<file path="config.mk">
export PLATFORM = sky130hd
export DESIGN_NAME = bgc_div
export DESIGN_NICKNAME = d
export VERILOG_FILES = /design/src/rtl/bgc_pkg.sv /design/src/rtl/bgc_div.sv
export SDC_FILE = /design/constraint.sdc
export NUM_CORES = 2
export LEC_CHECK = 0
export BUFFER_PORTS_ARGS = -buffer_cell sky130_fd_sc_hd__buf_2
export CORE_MARGIN = 8
export CORE_UTILIZATION = 62
export CTS_CLUSTER_SIZE = 25
export DETAILED_ROUTE_END_ITERATION = 8
export GPL_TIMING_DRIVEN = 0
export HOLD_SLACK_MARGIN = 0.02
export PLACE_DENSITY = 0.79
export SYNTH_ARGS = -nofsm -noshare
export SYNTH_HDL_FRONTEND = slang
export SYNTH_SLANG_ARGS = --single-unit
</file>
<file path="constraint.sdc">
create_clock -name clock -period 4 [get_ports clock]
set_input_delay 0.6 -clock clock [delete_from_list [all_inputs] [get_ports clock]]
set_output_delay 0.6 -clock clock [all_outputs]
set_load 0.005 [all_outputs]
</file>
<file path="src/rtl/bgc_pkg.sv">
`default_nettype none
package bgc_pkg;

   localparam int FRAC_BITS = 24;
   localparam int FX_W      = FRAC_BITS + 1;
   localparam int DATA_W    = 32;

   localparam logic [FX_W-1:0] ONE_FX    = FX_W'(1) << FRAC_BITS;
   localparam logic [FX_W-1:0] HALF_FX   = FX_W'(1) << (FRAC_BITS - 1);
   localparam logic [FX_W-1:0] EPS_FX    = FX_W'(((64'd1 << FRAC_BITS) + 64'd50000) / 64'd100000);
   localparam logic [FX_W-1:0] SHRINK_FX = HALF_FX - EPS_FX;

   localparam int CDEN_W = FX_W + 1;

   typedef struct packed {
      logic            bypass;
      logic            upper;
      logic [FX_W-1:0] t;
   } side_type;

   // x*c / ((1-2c)*y + c) denominator, with |1-2c|*y already formed
   function automatic logic [CDEN_W-1:0] curve_den(input logic neg,
                                                 input logic [FRAC_BITS-1:0] c,
                                                 input logic [2*FX_W-1:0] prod);
      logic [CDEN_W-1:0] sh;
      logic [CDEN_W-1:0] ce;
      logic [CDEN_W-1:0] d;
      sh = prod[2*FX_W-1:FRAC_BITS];
      ce = CDEN_W'(c);
      if (!neg) begin
         d = sh + ce;
      end else if (sh < ce) begin
         d = ce - sh;
      end else begin
         d = CDEN_W'(1);
      end
      if (d == '0) begin
         d = CDEN_W'(1);
      end
      return d;
   endfunction

endpackage
`default_nettype wire

</file>
<file path="src/rtl/bgc_div.sv">
`default_nettype none
module bgc_div import bgc_pkg::*; #(
   parameter int NUM_W  = 55,
   parameter int DEN_W  = 31,
   parameter int SIDE_W = 1
) (
   input  wire logic              clock,
   input  wire logic              reset,
   input  wire logic              in_valid,
   input  wire logic [NUM_W-1:0]  in_num,
   input  wire logic [DEN_W-1:0]  in_den,
   input  wire logic [SIDE_W-1:0] in_side,
   output logic                   out_valid,
   output logic [FX_W-1:0]        out_quo,
   output logic                   out_ovf,
   output logic [SIDE_W-1:0]      out_side
);

   localparam int CMP_W = (NUM_W > DEN_W + FX_W) ? NUM_W : DEN_W + FX_W;

   logic              valid_ff [0:FX_W];
   logic [FX_W-1:0]   quo_ff   [0:FX_W];
   logic              ovf_ff   [0:FX_W];
   logic [SIDE_W-1:0] side_ff  [0:FX_W];
   logic [DEN_W-1:0]  rem_ff   [0:FX_W-1];
   logic [FX_W-1:0]   low_ff   [0:FX_W-1];
   logic [DEN_W-1:0]  den_ff   [0:FX_W-1];

   logic             ovf_in;
   logic [DEN_W-1:0] rem_in;

   always_comb begin
      ovf_in = CMP_W'(in_num) >= (CMP_W'(in_den) << FX_W);
      rem_in = DEN_W'(in_num >> FX_W);
   end

   always_ff @(posedge clock) begin
      if (reset) begin
         valid_ff[0] <= 1'b0;
      end else begin
         valid_ff[0] <= in_valid;
      end
      quo_ff[0]  <= '0;
      ovf_ff[0]  <= ovf_in;
      side_ff[0] <= in_side;
      rem_ff[0]  <= rem_in;
      low_ff[0]  <= in_num[FX_W-1:0];
      den_ff[0]  <= in_den;
   end

   // one quotient bit per stage
   for (genvar k = 0; k < FX_W; k++) begin : g_stage
      logic [DEN_W:0] trial;
      logic [DEN_W:0] diff;
      logic           ge;

      always_comb begin
         trial = {rem_ff[k], low_ff[k][FX_W-1]};
         diff  = trial - {1'b0, den_ff[k]};
         ge    = trial >= {1'b0, den_ff[k]};
      end

      always_ff @(posedge clock) begin
         if (reset) begin
            valid_ff[k+1] <= 1'b0;
         end else begin
            valid_ff[k+1] <= valid_ff[k];
         end
         quo_ff[k+1]  <= {quo_ff[k][FX_W-2:0], ge};
         ovf_ff[k+1]  <= ovf_ff[k];
         side_ff[k+1] <= side_ff[k];
      end

      if (k < FX_W - 1) begin : g_carry
         always_ff @(posedge clock) begin
            rem_ff[k+1] <= ge ? diff[DEN_W-1:0] : trial[DEN_W-1:0];
            low_ff[k+1] <= low_ff[k] << 1;
            den_ff[k+1] <= den_ff[k];
         end
      end
   end

   assign out_valid = valid_ff[FX_W];
   assign out_quo   = quo_ff[FX_W];
   assign out_ovf   = ovf_ff[FX_W];
   assign out_side  = side_ff[FX_W];

   a_den_nonzero: assert property (@(posedge clock) disable iff (reset)
      in_valid |-> in_den != '0)
      else $error("divider fed a zero denominator");

   a_valid_known: assert property (@(posedge clock) disable iff (reset)
      !$isunknown(out_valid))
      else $error("divider valid unknown");

   a_quo_known: assert property (@(posedge clock) disable iff (reset)
      out_valid |-> !$isunknown(out_quo))
      else $error("divider quotient unknown");

endmodule
`default_nettype wire

</file>
==> flow_summary.toml <==
[status]
run_status = "finished clean"

[placement]
place_ws_ps = -726.7
post-place-cells = 11760
place.gp.congestion = 0.9485
dpl_cell_area_um2 = 97080
post-dp-hpwl_um = 162100
place.port_buffers = 117

[clocking]
root_buffer = "sky130_fd_sc_hd__clkbuf_16"
numCtsBuffers = 213
clk_pin_slew_worst_paths_ps = 60
skew_pair_late_insertion_delay_ps = 830
clock_path_buffers = 3
cts.sinks = 2277
h-tree-depth = 4
tritoncts_clock_tree = "yes"

[synth]
synth.cell_area_um2 = 93940
synthesis.nets = 10530
synthesis.area_per_instance_um2 = 9.771
complex_gate_fraction_of_the_synthesized_area_pct = 16.15
synthSimpleGateAreaFrac_pct = 9.819
synthesis.yosys.warnings = 0
yosys-mux-area-fraction_pct = 3.448
share_of_the_synthesized_netlist_area_taken_by_xor_and_xnor_gates_pct = 5.780
synth_top_family_by_area = "compound AO/OA/AOI/OAI gates"
yosys_register_bits = 2277
synth_fa_ha_area_share_pct = 11.23
postSynth.asyncResetShare_pct = 0
synth_ff_type = "sky130_fd_sc_hd__dfxtp_1"
synth_edf_count = 0
synth_seq_area_share_pct = 48.52
synth.lib_cells_used.distinct = 88
synthesis.instances = 9614

[global_routing]
antenna_found_initial = 4
globalRouteMet3Util_pct = 4.068
globalRouteMet1Util_pct = 34.12
grt_start_max_net_pins = 20
grt_first_pass_wirelength_um = 349900
grt_util_all_layers_pct = 25.75
first_global_vias = 68360
grt.overflow.total = 0
grt-busiest-layer = "met2"
gr-usage-met2_pct = 43.28

[worst_setup_path]
cpMaxStageDelayCell = "sky130_fd_sc_hd__dfxtp_2"
timing.critical_path.fanout_max = 10
cpPeakStageDelay_ps = 480
endpoint_class_of_the_critical_path = "flop"
crit_chain = "inv_1, ha_1, fa_1, nor2b_1, o21a_1, o21ai_0, a21oi_2, nor4_4, o31ai_1, o21ai_0, nand2_1, a21oi_1, clkbuf_4, clkbuf_4, o21ai_0"
critical_path.startpoint = "low_ff[2][49]$_DFF_P_"
regToRegStartpoint = "low_ff[2][49]$_DFF_P_"
class_of_the_most_critical_setup_path = "flop to flop"
number_of_cells_on_the_worst_reg_to_reg_path = 15
cp_launch_type = "flop"
cpMostUsedCell = "sky130_fd_sc_hd__o21ai_0"
worstPathArrival_ps = 4560
reg2reg_setup_slack_ps = 160
worstReg2RegEnd = "rem_ff[2][91]$_DFF_P_"
worstPathRequired_ps = 4720

[routing]
dr.pass1.iters = 7
detailroute.via_count = 69110
post_drt_via_cell_ratio = 5.639
detail_route.drc_violations = 0
postRouteAntennaNets = 0
drt-initial-drc-count = 5140
drt-wirelength-per-cell_um = 17.75
detail_route.wirelength_um = 217500

[cells_and_area]
drive_above_1_share_pct = 9.476
fillerInstances = 11260
final_core_util_pct = 70.09
regArea_um2 = 45590
post-route-cell-area_um2 = 106000
antenna_cells = 0
areaGrowthSynthToFinish_pct = 12.80
num-nets-final = 10970
multi_input_area_um2 = 43940
finalNonFillerCells = 12260

[pwr]
power_per_cell_area_nw_per_um2 = 934.2
design_power_total_mw = 98.99
peakVddDrop_uv = 533.8
power.share.sequential_pct = 33.0
power.share.combinational_pct = 46.0
static_leakage_power_nw = 49.49
clockPowerShare_pct = 21.0
cell_internal_pwr_mw = 61.43
power_switching_mw = 37.56
netSwitchingFraction_pct = 37.95

[floorplanning]
total_core_area_um2 = 151200
fp.dieH_um = 405.3
initial_core_util_pct = 62.14
dieWidth_um = 405.3
design.portCount = 118
die_area_um2 = 164200
placementRows = 143

[timing]
slew-limit-headroom_pct = 34.86
final_slew_violations = 0
post-route-min-period_ps = 3836
worst_clock_skew_ps = 55.88
layout_worst_path_cycle_share_pct = 95.89
setup_viol = 0
final.setup.worst_slack_ps = 164.3
hold_viol = 0
worst_pin_slew_ps = 969.0
fin_tns_setup_ps = 0
max_freq_mhz = 260.7
worst_hold_margin_ps = 291.4

[run]
timing.max_cap.violations = 0

[worst_hold_path]
min-delay-start = "quo_ff[2][58]$_DFF_P_"
min_delay_path_depth = 0
worst_hold_path_type = "flop to flop"
worst_hold_path.endpoint = "quo_ff[2][84]$_DFF_P_"
power by group through the flow:
stage / sequential [mW] / clock, mW / combinational, mW
after floorplan: 31.5 / 0 / 34.4
after global placement: 33.0 / 0 / 42.4
after detailed placement: 33.1 / 0 / 43.4
after CTS: 32.7 / 21.2 / 44.3
after global routing: 33.2 / 22.2 / 50.2
final: 32.7 / 20.8 / 45.5
Yosys cell counts, types with 67 or more instances:
cell type | number | share of area (%)
sky130_fd_sc_hd__nor3_1 | 94 | 0.50
sky130_fd_sc_hd__xor2_1 | 227 | 2.1
sky130_fd_sc_hd__nor2_1 | 598 | 2.4
sky130_fd_sc_hd__o21a_1 | 110 | 0.88
sky130_fd_sc_hd__ha_1 | 805 | 11
sky130_fd_sc_hd__nand2b_1 | 105 | 0.70
sky130_fd_sc_hd__inv_1 | 1017 | 4.1
sky130_fd_sc_hd__xnor2_1 | 393 | 3.7
sky130_fd_sc_hd__clkbuf_1 | 145 | 0.58
sky130_fd_sc_hd__a31oi_1 | 83 | 0.55
sky130_fd_sc_hd__a21oi_1 | 779 | 4.2
sky130_fd_sc_hd__nand2_1 | 548 | 2.2
sky130_fd_sc_hd__o21ai_0 | 573 | 3.1
sky130_fd_sc_hd__dfxtp_1 | 2277 | 49
sky130_fd_sc_hd__nand3_1 | 114 | 0.61
sky130_fd_sc_hd__mux2_2 | 241 | 2.9
sky130_fd_sc_hd__o21bai_1 | 79 | 0.63
sky130_fd_sc_hd__a211oi_1 | 67 | 0.54
sky130_fd_sc_hd__nor2b_1 | 140 | 0.93
sky130_fd_sc_hd__nand4_1 | 126 | 0.84
sky130_fd_sc_hd__a21o_1 | 405 | 3.2
worst max path at each step:
stage | to | slack, ps | cells past startpoint
6_report | rem_ff[2][91]$_DFF_P_ | 160 | 15
5_1_grt | rem_ff[2][91]$_DFF_P_ | -3 | 15
4_1_cts | ovf_ff[0][0]$_DFF_P_ | 2 | 13
3_5_place_dp | rem_ff[1][233]$_DFF_P_ | -730 | 15
3_3_place_gp | ovf_ff[0][0]$_DFF_P_ | -2310 | 11
2_1_floorplan | rem_ff[0][167]$_DFF_P_ | 690 | 14
timing repair:
item	in CTS	in global routing
hold endpoints to repair	94	0
resized for setup	81	130
buffers inserted	5	11
endpoints found under the setup margin	538	641
hold buffers	89	0
pin swaps	1	13
sequential cells by signal, summed over array words and instances, names as in the netlist:
signal / count
side_ff: 26
valid_ff: 26
quo_ff: 325
low_ff: 325
den_ff: 775
rem_ff: 774
ovf_ff: 26
cell usage in the layout, fill, tap and decap left out, types with 109 or more instances in the layout:
master	instances
sky130_fd_sc_hd__xnor2_1	393
sky130_fd_sc_hd__dfxtp_1	2273
sky130_fd_sc_hd__buf_2	137
sky130_fd_sc_hd__mux2_2	241
sky130_fd_sc_hd__ha_1	805
sky130_fd_sc_hd__nand3_1	114
sky130_fd_sc_hd__nand2_1	547
sky130_fd_sc_hd__nor2_1	597
sky130_fd_sc_hd__inv_1	1016
sky130_fd_sc_hd__xor2_1	227
sky130_fd_sc_hd__nor2b_1	140
sky130_fd_sc_hd__clkbuf_1	126
sky130_fd_sc_hd__nand4_1	126
sky130_fd_sc_hd__a21oi_1	770
sky130_fd_sc_hd__clkbuf_16	213
sky130_fd_sc_hd__o21a_1	109
sky130_fd_sc_hd__o21ai_0	561
sky130_fd_sc_hd__a21o_1	404
worst max-delay path: cells and delay by family, from the launching register on:
kind                       cells  cell delay, ps
DFF                            1             480
and+or+nand+nor                3             360
AOI/OAI and AO/OA              7            1670
adders and majority gates      2             640
buffers and inverters          3             570
metal layers:
metal  vias up  part of all wire [%]
li1      33880                     -
met1     32640                    44
met2      2073                    47
met3       511                   5.8
met4         4                   3.1
met5         -                 0.012
logic make-up (layout without fill, tap and decap cells):
logic type / count (synthesis) / in the layout
adder cells (fa/ha/maj): 829 / 829
XOR/XNOR: 620 / 620
flip-flops: 2277 / 2277
multiplexers: 280 / 280
AO/OA/AOI/OAI: 2441 / 2441
AND/OR/NAND/NOR: 1948 / 1948
buffers and inverters: 1219 / 1831
final cells by class:
cell class	instances	area share, %
Tap cell	2030	2.397
Clock inverter	101	1.302
Buffer	199	1.001
Multi-Input combinational cell	6118	41.47
Inverter	1017	3.605
Timing Repair Buffer	223	1.529
Sequential cell	2277	43.02
Clock buffer	291	5.675
(Power assumes the default switching activity.)
